### config.mk
export PLATFORM = sky130hd
export DESIGN_NAME = nfold_coincidence_detector
export DESIGN_NICKNAME = d
export VERILOG_FILES = /design/src/nfc_pkg.sv /design/src/nfold_coincidence_detector.sv
export SDC_FILE = /design/constraint.sdc
export NUM_CORES = 1
export LEC_CHECK = 0
export ABC_AREA = 0
export BUFFER_PORTS_ARGS = -buffer_cell sky130_fd_sc_hd__buf_2
export CAP_MARGIN = 30
export CORE_MARGIN = 1.5
export CORE_UTILIZATION = 55
export DETAILED_ROUTE_END_ITERATION = 8
export GPL_TIMING_DRIVEN = 0
export MAX_ROUTING_LAYER = met4
export PLACE_DENSITY_LB_ADDON = 0.2
export SLEW_MARGIN = 20
export SYNTH_ARGS = -nofsm -noshare
export SYNTH_HDL_FRONTEND = slang
export SYNTH_SLANG_ARGS = --single-unit
export TNS_END_PERCENT = 10
### constraint.sdc
create_clock -name clk_i -period 6.45 [get_ports clk_i]
set_clock_uncertainty 0.1 [all_clocks]
set_input_delay 1.29 -clock clk_i [delete_from_list [all_inputs] [get_ports clk_i]]
set_output_delay 1.29 -clock clk_i [all_outputs]
set_load 0.05 [all_outputs]
### src/nfc_pkg.sv
package nfc_pkg;

  localparam int unsigned CHANNELS  = 8;
  localparam int unsigned MAX_FOLD  = 8;

  localparam int unsigned TIME_W    = 64;
  localparam int unsigned CH_W      = 3;
  localparam int unsigned CNT_W     = 48;
  localparam int unsigned WLEN_W    = 32;
  localparam int unsigned FOLD_W    = 4;
  localparam int unsigned MEMBERS_W = 24;

  localparam int unsigned CH_IDX_W  = (CHANNELS > 1) ? $clog2(CHANNELS) : 1;

  localparam int unsigned IN_TDATA_W  = ((TIME_W + CH_W + 7) / 8) * 8;
  localparam int unsigned OUT_TDATA_W = ((CNT_W + MEMBERS_W + 7) / 8) * 8;

  localparam int unsigned CFG_IDX_W  = 1;
  localparam int unsigned CFG_DATA_W = 32;

  localparam logic [CFG_IDX_W-1:0] REG_WINDOW_LENGTH = 1'b0;
  localparam logic [CFG_IDX_W-1:0] REG_FOLD          = 1'b1;

  localparam logic [FOLD_W-1:0] FOLD_RESET = 4'd2;
  localparam logic [CNT_W-1:0]  CNT_MAX    = {CNT_W{1'b1}};

  typedef logic [CH_W-1:0]   chan_t;
  typedef logic [CNT_W-1:0]  count_t;
  typedef logic [TIME_W-1:0] time_t;

endpackage

### src/nfold_coincidence_detector.sv
// channel   dir  handshake                   payload
// s_axis    in   s_axis_tvalid/s_axis_tready tdata: event_time, event_channel
// m_axis    out  m_axis_tvalid/m_axis_tready tdata: singles_count,
//                                            coincidence_members; tuser: found
// cfg       in   cfg_we_i (no wait)          cfg_idx_i, cfg_wdata_i
//
// one request per cycle sustained while m_axis_tready takes each result
// a request is registered, then evaluated and applied to the window state in
// one pass into the result register
// a waiting result holds the input register; one more request is taken while
// that register is empty, then s_axis_tready stays low until the result leaves
// rst_ni asynchronous, active low: window closed, counters cleared, fold 2
module nfold_coincidence_detector (
  input  logic                               clk_i,
  input  logic                               rst_ni,
  // event_time [63:0], event_channel [66:64], zero fill
  input  logic [nfc_pkg::IN_TDATA_W-1:0]     s_axis_tdata,
  input  logic                               s_axis_tvalid,
  output logic                               s_axis_tready,
  // singles_count [47:0], coincidence_members [71:48]
  output logic [nfc_pkg::OUT_TDATA_W-1:0]    m_axis_tdata,
  // coincidence_found [0]
  output logic                               m_axis_tuser,
  output logic                               m_axis_tvalid,
  input  logic                               m_axis_tready,
  input  logic                               cfg_we_i,
  input  logic [nfc_pkg::CFG_IDX_W-1:0]      cfg_idx_i,
  input  logic [nfc_pkg::CFG_DATA_W-1:0]     cfg_wdata_i
);
  import nfc_pkg::*;

  // config
  logic [WLEN_W-1:0] wlen_q;
  logic [FOLD_W-1:0] fold_q;

  // input register
  logic  in_valid_q;
  time_t in_time_q;
  chan_t in_ch_q;

  // window state
  logic              open_q, open_d;
  time_t             start_q, start_d;
  logic [FOLD_W-1:0] mcount_q, mcount_d;
  chan_t             members_q [MAX_FOLD];
  chan_t             members_d [MAX_FOLD];
  logic              clean_q, clean_d;
  count_t            singles_q [CHANNELS];

  // result register
  logic                 out_valid_q;
  count_t               out_cnt_q, out_cnt_d;
  logic                 out_found_q, out_found_d;
  logic [MEMBERS_W-1:0] out_members_q, out_members_d;

  logic                advance;
  logic                ch_ok;
  logic [CH_IDX_W-1:0] ch_idx;
  count_t              cnt_rd, cnt_new;
  time_t               diff;
  logic                in_win;
  logic                fresh;
  logic [FOLD_W-1:0]   f_eff;
  logic [MEMBERS_W-1:0] packed_members;

  assign advance       = in_valid_q && (!out_valid_q || m_axis_tready);
  assign s_axis_tready = !in_valid_q || advance;

  always_ff @(posedge clk_i or negedge rst_ni) begin
    if (!rst_ni) begin
      wlen_q <= '0;
      fold_q <= FOLD_RESET;
    end else if (cfg_we_i) begin
      unique case (cfg_idx_i)
        REG_WINDOW_LENGTH: wlen_q <= cfg_wdata_i[WLEN_W-1:0];
        REG_FOLD:          fold_q <= cfg_wdata_i[FOLD_W-1:0];
        default: ;
      endcase
    end
  end

  always_ff @(posedge clk_i or negedge rst_ni) begin
    if (!rst_ni) begin
      in_valid_q <= 1'b0;
    end else if (s_axis_tready) begin
      in_valid_q <= s_axis_tvalid;
    end
  end

  always_ff @(posedge clk_i) begin
    if (s_axis_tvalid && s_axis_tready) begin
      in_time_q <= s_axis_tdata[TIME_W-1:0];
      in_ch_q   <= s_axis_tdata[TIME_W +: CH_W];
    end
  end

  always_comb begin
    if (fold_q == '0) begin
      f_eff = FOLD_W'(1);
    end else if (fold_q > FOLD_W'(MAX_FOLD)) begin
      f_eff = FOLD_W'(MAX_FOLD);
    end else begin
      f_eff = fold_q;
    end
  end

  assign ch_ok   = (32'(in_ch_q) < CHANNELS);
  assign ch_idx  = CH_IDX_W'(in_ch_q);
  assign cnt_rd  = singles_q[ch_idx];
  assign cnt_new = (cnt_rd == CNT_MAX) ? cnt_rd : cnt_rd + CNT_W'(1);
  assign diff    = in_time_q - start_q;
  assign in_win  = (diff <= TIME_W'(wlen_q));

  // duplicate check over held members
  always_comb begin
    fresh = 1'b1;
    for (int k = 0; k < MAX_FOLD; k++) begin
      if ((FOLD_W'(k) < mcount_q) && (members_q[k] == in_ch_q)) begin
        fresh = 1'b0;
      end
    end
  end

  always_comb begin
    packed_members = '0;
    for (int k = 0; k < MAX_FOLD; k++) begin
      if (FOLD_W'(k) < mcount_q) begin
        packed_members[k*CH_W +: CH_W] = members_q[k];
      end
    end
  end

  always_comb begin
    open_d        = open_q;
    start_d       = start_q;
    mcount_d      = mcount_q;
    members_d     = members_q;
    clean_d       = clean_q;
    out_cnt_d     = '0;
    out_found_d   = 1'b0;
    out_members_d = '0;
    if (ch_ok) begin
      out_cnt_d = cnt_new;
      if (open_q && in_win) begin
        if (mcount_q < f_eff) begin
          if (fresh) begin
            for (int k = 0; k < MAX_FOLD; k++) begin
              if (FOLD_W'(k) == mcount_q) begin
                members_d[k] = in_ch_q;
              end
            end
            mcount_d = mcount_q + FOLD_W'(1);
          end
        end else begin
          clean_d = 1'b0;
        end
      end else begin
        if (open_q && clean_q && (mcount_q == f_eff)) begin
          out_found_d   = 1'b1;
          out_members_d = packed_members;
        end
        open_d   = 1'b1;
        start_d  = in_time_q;
        mcount_d = FOLD_W'(1);
        clean_d  = 1'b1;
        for (int k = 0; k < MAX_FOLD; k++) begin
          members_d[k] = '0;
        end
        members_d[0] = in_ch_q;
      end
    end
  end

  always_ff @(posedge clk_i or negedge rst_ni) begin
    if (!rst_ni) begin
      open_q   <= 1'b0;
      start_q  <= '0;
      mcount_q <= '0;
      clean_q  <= 1'b1;
      for (int k = 0; k < MAX_FOLD; k++) begin
        members_q[k] <= '0;
      end
      for (int c = 0; c < CHANNELS; c++) begin
        singles_q[c] <= '0;
      end
    end else if (advance) begin
      open_q    <= open_d;
      start_q   <= start_d;
      mcount_q  <= mcount_d;
      clean_q   <= clean_d;
      members_q <= members_d;
      if (ch_ok) begin
        singles_q[ch_idx] <= cnt_new;
      end
    end
  end

  always_ff @(posedge clk_i or negedge rst_ni) begin
    if (!rst_ni) begin
      out_valid_q <= 1'b0;
    end else if (advance) begin
      out_valid_q <= 1'b1;
    end else if (m_axis_tready) begin
      out_valid_q <= 1'b0;
    end
  end

  always_ff @(posedge clk_i) begin
    if (advance) begin
      out_cnt_q     <= out_cnt_d;
      out_found_q   <= out_found_d;
      out_members_q <= out_members_d;
    end
  end

  assign m_axis_tvalid = out_valid_q;
  assign m_axis_tuser  = out_found_q;
  assign m_axis_tdata  = OUT_TDATA_W'({out_members_q, out_cnt_q});

  // checks
  a_count_bound: assert property (@(posedge clk_i) disable iff (!rst_ni)
    mcount_q <= FOLD_W'(MAX_FOLD))
    else $error("member count above max fold");

  a_open_has_member: assert property (@(posedge clk_i) disable iff (!rst_ni)
    open_q |-> (mcount_q != '0))
    else $error("open window without members");

  a_closed_empty: assert property (@(posedge clk_i) disable iff (!rst_ni)
    !open_q |-> (mcount_q == '0))
    else $error("closed window holds members");

  a_result_from_advance: assert property (@(posedge clk_i) disable iff (!rst_ni)
    $rose(out_valid_q) |-> $past(advance))
    else $error("result without evaluated request");

  a_members_zero: assert property (@(posedge clk_i) disable iff (!rst_ni)
    (advance && !out_found_d) |=> (out_members_q == '0))
    else $error("members reported without coincidence");

endmodule
# ---- Word-level counts from Yosys, hierarchy flattened
# Index checks and enable logic that the tools add are counted.
dict set report op_classes {
  addsub 3
  order_cmp 13
  n_eq_ne 28
  n_mux 36
  bitwise_logic 12
  n_reduce_logical 42
}
# cell n
set ops {}
lappend ops {{384-bit bitwise mux} 1}
lappend ops {{48-bit two-way mux} 4}
lappend ops {{48-bit binary-select mux with 3-bit select} 1}
lappend ops {{48-bit demux with 3-bit select} 1}
lappend ops {{24-bit two-way mux} 3}
lappend ops {{64-bit by 32-bit <= comparator with 1-bit output} 1}
lappend ops {{64-bit subtractor} 1}
lappend ops {{48-bit by 1-bit adder with 48-bit output (second input constant)} 1}
lappend ops {{48-bit equality test (second input constant)} 1}
lappend ops {{4-bit AND reduction} 8}
lappend ops {{3-bit equality test} 8}
lappend ops {{3-bit two-way mux} 8}
lappend ops {{3-bit OR reduction} 8}
lappend ops {{4-bit two-way mux} 5}
lappend ops {{2-bit by 1-bit != test with 1-bit output (second input constant)} 9}
lappend ops {{3-bit by 4-bit equality test with 1-bit output (first input constant)} 4}
lappend ops {{3-bit by 4-bit less-than comparator with 1-bit output (first input constant)} 4}
lappend ops {{1-bit logical AND} 14}
lappend ops {{1-bit two-way mux} 13}
lappend ops {{1-bit inverter} 11}
lappend ops {{2-bit by 4-bit equality test with 1-bit output (first input constant)} 2}
lappend ops {{4-bit zero test} 2}
lappend ops {{1-bit by 4-bit less-than comparator with 1-bit output (first input constant)} 2}
lappend ops {{2-bit by 4-bit less-than comparator with 1-bit output (first input constant)} 2}
lappend ops {{14 further kinds} 20}
dict set report totals {
  reg_bits 656
  out_inout_bits 75
  wordCells 170
}

# ---- Longest topological paths before layout
dict set report depth {
  word_depth 13
  depth_mapped 26
  mapped_depth_nobuf 23
}

# ---- Worst setup path before layout
# No wires, ideal clock.
dict set report synth_timing {
  kind {reg-to-reg}
  from {register in_time_q[9]}
  to {register out_members_q[13] (data pin)}
  arrival_ns 4.796
  required_time_ns 6.095
  slack_ns 1.298
  stages_incl_launch_ff 23
  path_buffers 2
  period_less_slack_ns 5.152
  path_cell_list {edfxtp_1 > ha_1 > clkbuf_2 > nand4_1 > or2_2 > a2111o_1 > and2_1 > o21ai_0 > a21oi_1 > xnor2_1 > ha_1 > nand4_1 > nor4_1 > nand4_1 > nor3_1 > a21oi_1 > a2111oi_0 > nand4_1 > nor4_4 > and2_1 > nor3_1 > clkbuf_1 > and3_1}
}
dict set report synth_via {
  elab_chain_len 4
}
# item line
set synth_lines {}
lappend synth_lines {{start, declared} nfold_coincidence_detector.sv:38} ;# time_t in_time_q;
lappend synth_lines {{start signal, assigned} nfold_coincidence_detector.sv:92} ;# in_time_q <= s_axis_tdata[TIME_W-1:0];
lappend synth_lines {{64-bit subtractor} nfold_coincidence_detector.sv:111} ;# assign diff = in_time_q - start_q;
lappend synth_lines {{64-bit by 32-bit <= comparator with 1-bit output} nfold_coincidence_detector.sv:112} ;# assign in_win = (diff <= TIME_W'(wlen_q));
lappend synth_lines {{1-bit logical AND} nfold_coincidence_detector.sv:144} ;# if (open_q && in_win) begin
lappend synth_lines {{3-bit OR reduction (no line)} n/a}
lappend synth_lines {{end signal, assigned} nfold_coincidence_detector.sv:212} ;# out_members_q <= out_members_d;
lappend synth_lines {{end, declared} nfold_coincidence_detector.sv:54} ;# logic [MEMBERS_W-1:0] out_members_q, out_members_d;
# No other way between the ends.
# A chain may end at the register's enable or synchronous reset.

# ---- Final worst setup path
dict set report layout_timing {
  from {register in_ch_q[1], in the netlist ch_idx[1]}
  to {register out_cnt_q[31] (data pin)}
}
dict set report layout_via {
  elab_chain_len 6
  word_cells_on_any_way 7
  classes_between {add/sub: 1; eq/ne: 1; mux: 4; bitwise: 1}
}
# item line
set layout_lines {}
lappend layout_lines {{start, declared} nfold_coincidence_detector.sv:39} ;# chan_t in_ch_q;
lappend layout_lines {{start signal, assigned} nfold_coincidence_detector.sv:93} ;# in_ch_q <= s_axis_tdata[TIME_W +: CH_W];
lappend layout_lines {{3-bit inverter with 4-bit output (not written as such) (*)} nfold_coincidence_detector.sv:109} ;# assign cnt_rd = singles_q[ch_idx];
lappend layout_lines {{48-bit binary-select mux with 3-bit select (*)} nfold_coincidence_detector.sv:109}
lappend layout_lines {{48-bit two-way mux (not written as such) (*) (2 in a row)} nfold_coincidence_detector.sv:109}
lappend layout_lines {{48-bit by 1-bit adder with 48-bit output or 48-bit equality test (tied branches)} nfold_coincidence_detector.sv:110} ;# assign cnt_new = (cnt_rd == CNT_MAX) ? cnt_rd : cnt_rd + CNT_W'(1);
lappend layout_lines {{48-bit two-way mux (*)} nfold_coincidence_detector.sv:110}
lappend layout_lines {{via cnt_new[31]} nfold_coincidence_detector.sv:59} ;# count_t cnt_rd, cnt_new;
lappend layout_lines {{end signal, assigned} nfold_coincidence_detector.sv:210} ;# out_cnt_q <= out_cnt_d;
lappend layout_lines {{end, declared} nfold_coincidence_detector.sv:52} ;# count_t out_cnt_q, out_cnt_d;
# The timed path passes the listed nets; every way through them passes the cells marked *. The select of a mux whose other input is x is not followed.

==> flow_metrics.env <==
export IMPL_htreeDepth=3
export IMPL_worstMarginPinSlew_ps=1100
export IMPL_leakagePower_nw=16.9
export IMPL_ir_drop_mv=0.201
export IMPL_clock_latency_ps=630
export IMPL_yosys_area_top_type="dfrtp_1"
export IMPL_antenna_cells=0
export IMPL_cp_end_kind="flop"
export IMPL_post_route_cell_area_mm2=0.0381
export IMPL_synthCells=3218
export IMPL_dp_hpwl_um=77500
export IMPL_power_w=0.0113
export IMPL_yosysSeqAreaShare_pct=51.0
export IMPL_antenna_left=0
export IMPL_fin_nets=3698
export IMPL_place_gp_congestion=1.01
export IMPL_placed_area_mm2=0.0357
export IMPL_p_per_area_mw_per_mm2=298
export IMPL_grt_use_total_pct=35.4
export IMPL_drtIter0Drc=2606
export IMPL_syn_num_nets=3432
export IMPL_period_share_pct=99.1
export IMPL_setup_violations_final=0
export IMPL_cts_tree="done"
export IMPL_routed_wl_um=108000
export IMPL_area_delta_synth_final_pct=13.4
export IMPL_cts_buffer_depth=3
export IMPL_viasPerCell=6.30
export IMPL_yosys_warnings=0
export IMPL_die_h_um=250
export IMPL_portBuffers=179
export IMPL_cts_root_buf="clkbuf_16"
export IMPL_yosysTopAreaCellShare_pct=38.3
export IMPL_rsz0062_at_grt="yes"
export IMPL_grt_pass1_wl_um=163000
export IMPL_drc=0
export IMPL_outcome="complete, no violations"
export IMPL_synth_seq_cells=656
export IMPL_coreArea_mm2=0.0604
export IMPL_cts_buffers=69
export IMPL_worstPathArrival_ps=6660
export IMPL_path_class="reg2reg"
export IMPL_start_kind="flop"
export IMPL_pre_cts_slack_ps=-1200
export IMPL_slew_violations=0
export IMPL_timing_final_ws_setup_ps=55.5
export IMPL_swShare_pct=32.7
export IMPL_cap_violations=0
export IMPL_vias=27200
export IMPL_path_max_fanout=10
export IMPL_power_switching_w=0.00371
export IMPL_grt_max_degree=105
export IMPL_die_w_um=250
export IMPL_rows=90
export IMPL_synth_edf_count=140
export IMPL_syn_avg_cell_area_um2=10.4
export IMPL_seq_power_share_pct=42.0
export IMPL_grt_overflow=0
export IMPL_finalHoldViolCount=0
export IMPL_start_util_pct=55.6
export IMPL_comb_power_share_pct=24.3
export IMPL_grt_pass1_vias=27500
export IMPL_period_needed_ps=6390
export IMPL_async_flop_share_pct=78.7
export IMPL_clk_pin_slew_ps=60
export IMPL_required_ps=6720
export IMPL_max_freq_ghz=0.156
export IMPL_clock_sinks=656
export IMPL_drt_pass1_iter_count=6
export IMPL_slew_headroom_pct=25.9
export IMPL_yosysUniqueCellTypes=85
export IMPL_dieArea_mm2=0.0625
export IMPL_ys_flop_type="dfrtp_1"
export IMPL_ios=185
export IMPL_antenna_found_initial=0
export IMPL_synth_area_leaders="dfrtp_1 (38%), edfxtp_1 (13%), o21ai_0 (6.5%), nand2_1 (5.5%), mux2_2 (5.1%)"
export IMPL_hp_class="reg2reg"
export IMPL_wire_per_inst_um=24.9
export IMPL_p_clk_share_pct=33.7
export IMPL_p_int_w=0.00763
export IMPL_syn_area_mm2=0.0336
export IMPL_drive_above_1_share_pct=17.2
layout by cell type, fill, tap and decap left out, types with 25 or more instances in the layout:
cell type / n
a21oi_1: 103
nand4_1: 61
and3_1: 34
nand2_1: 493
dfrtp_1: 514
a21o_1: 32
buf_2: 208
o21ai_0: 434
ha_1: 95
nor3_1: 31
o21a_1: 29
clkbuf_16: 69
nand3_1: 48
clkbuf_1: 139
nand2b_1: 25
mux4_2: 54
nor2_1: 111
mux2_2: 152
xnor2_1: 69
xor2_1: 26
edfxtp_1: 140
mux2i_1: 67
inv_1: 157
metrics by stage:
step           setup TNS, ps  utilization, %  std cells  hold slack [ps]
4_1_cts                    0            62.8       4320              376
2_1_floorplan              0               -       3218              342
3_5_place_dp         -105500            59.2       4190              365
6_report                   0            63.1       4322              377
5_1_grt                -39.2            63.1       4322              392
3_3_place_gp        -3212330            58.7       4179              356
worst max-delay path, cell delays in order, from the launching register on:
cell	delay, ps
edfxtp_1	400
buf_4	320
buf_2	430
buf_2	480
buf_2	460
buf_2	450
mux4_2	380
mux2i_1	370
inv_1	90
ha_1	220
nand2b_1	160
nand4b_1	210
nor4b_1	110
and2_1	180
buf_2	200
nor4_2	640
nand3_1	360
xnor2_2	480
inv_1	80
synthesized netlist by cell type, types with 7 or more instances:
library cell / number
dfrtp_1: 514
nand2_1: 493
o21ai_0: 435
inv_1: 157
mux2_2: 152
edfxtp_1: 140
clkbuf_1: 124
nor2_1: 112
a21oi_1: 108
ha_1: 103
xnor2_1: 72
mux2i_1: 67
nand4_1: 61
mux4_2: 54
nand3_1: 48
nor3_1: 36
and3_1: 34
a21o_1: 32
buf_2: 31
o21a_1: 29
xor2_1: 27
nand2b_1: 25
a22o_1: 24
o22ai_1: 22
a22oi_1: 18
nor2b_1: 18
and2_1: 15
a221oi_1: 14
and4_1: 13
nand3b_1: 13
nor4_1: 13
o211ai_1: 13
a211oi_1: 12
a31oi_1: 12
or3_1: 11
buf_4: 10
o2111ai_1: 10
or2_2: 10
and3b_1: 8
nor3b_1: 7
o31ai_1: 7
power groups by stage:
| stage | Clock (W) | Sequential [W] | Combinational, W |
|---|---|---|---|
| global route | 0.00403 | 0.00479 | 0.00299 |
| finish | 0.00382 | 0.00476 | 0.00276 |
| global placement | 0 | 0.00482 | 0.00259 |
| detailed placement | 0 | 0.00483 | 0.00266 |
| CTS | 0.00386 | 0.00476 | 0.00269 |
| floorplan | 0 | 0.00492 | 0.00167 |
path summary, 6_finish.rpt:
path,depth (start not counted),slack (ps),endpoint,start
setup / recovery,18,60,out_cnt_q[31],ch_idx[1]
hold / removal,2,380,singles_q[296],singles_q[296]
setup reg to reg,18,60,out_cnt_q[31],ch_idx[1]
hold reg to reg,2,380,singles_q[296],singles_q[296]
max in group asynchronous,5,3830,singles_q[106],rst_ni
min in group asynchronous,1,550,fold_q[0],rst_ni
kinds of logic (layout without fill, tap and decap cells):
family,count (synthesis),after routing,synth area share (%)
simple gates,939,939,13.1
compound gates,813,813,14.5
flops,656,656,51.0
buf+inv,329,651,3.91
mux,273,273,10.7
fa+ha+maj,104,104,3.90
xor+xnor,104,104,2.83
per-layer routing:
metal / wire length [µm] / track usage (%) / up-vias
li1: - / - / 12100
met1: 42600 / 44.6 / 13500
met2: 49300 / 54.3 / 1265
met3: 8760 / 6.67 / 368
met4: 7090 / 19.7 / 0
met5: 0 / - / -
registers in the layout (all words and copies together), names as in the netlist:
signal,cells
ch_idx,3
m_axis_tuser,1
open_q,1
m_axis_tvalid,1
members_q,24
singles_q,384
fold_q,4
in_valid_q,1
out_cnt_q,48
start_q,64
wlen_q,32
in_time_q,64
out_members_q,24
mcount_q,4
clean_q,1
layout make-up:
| type | instances | area, µm² |
|---|---|---|
| Buffer | 167 | 714 |
| Inverter | 159 | 599 |
| Timing Repair Buffer | 198 | 1230 |
| Clock buffer | 93 | 1840 |
| Fill cell | 4906 | 22300 |
| Sequential cell | 656 | 17100 |
| Multi-Input combinational cell | 2233 | 15300 |
| Clock inverter | 34 | 289 |
| Tap cell | 782 | 978 |
what timing repair did:
item | 4_1_cts | 5_1_grt
setup endpoints to repair | 118 | 153
hold buffers | 0 | 0
hold endpoints to repair | 0 | 0
cloned | 0 | 0
resized for setup | 11 | 32
buffers inserted | 4 | 1
pin swaps | 4 | 3
Power figures use the tool's default switching activity.
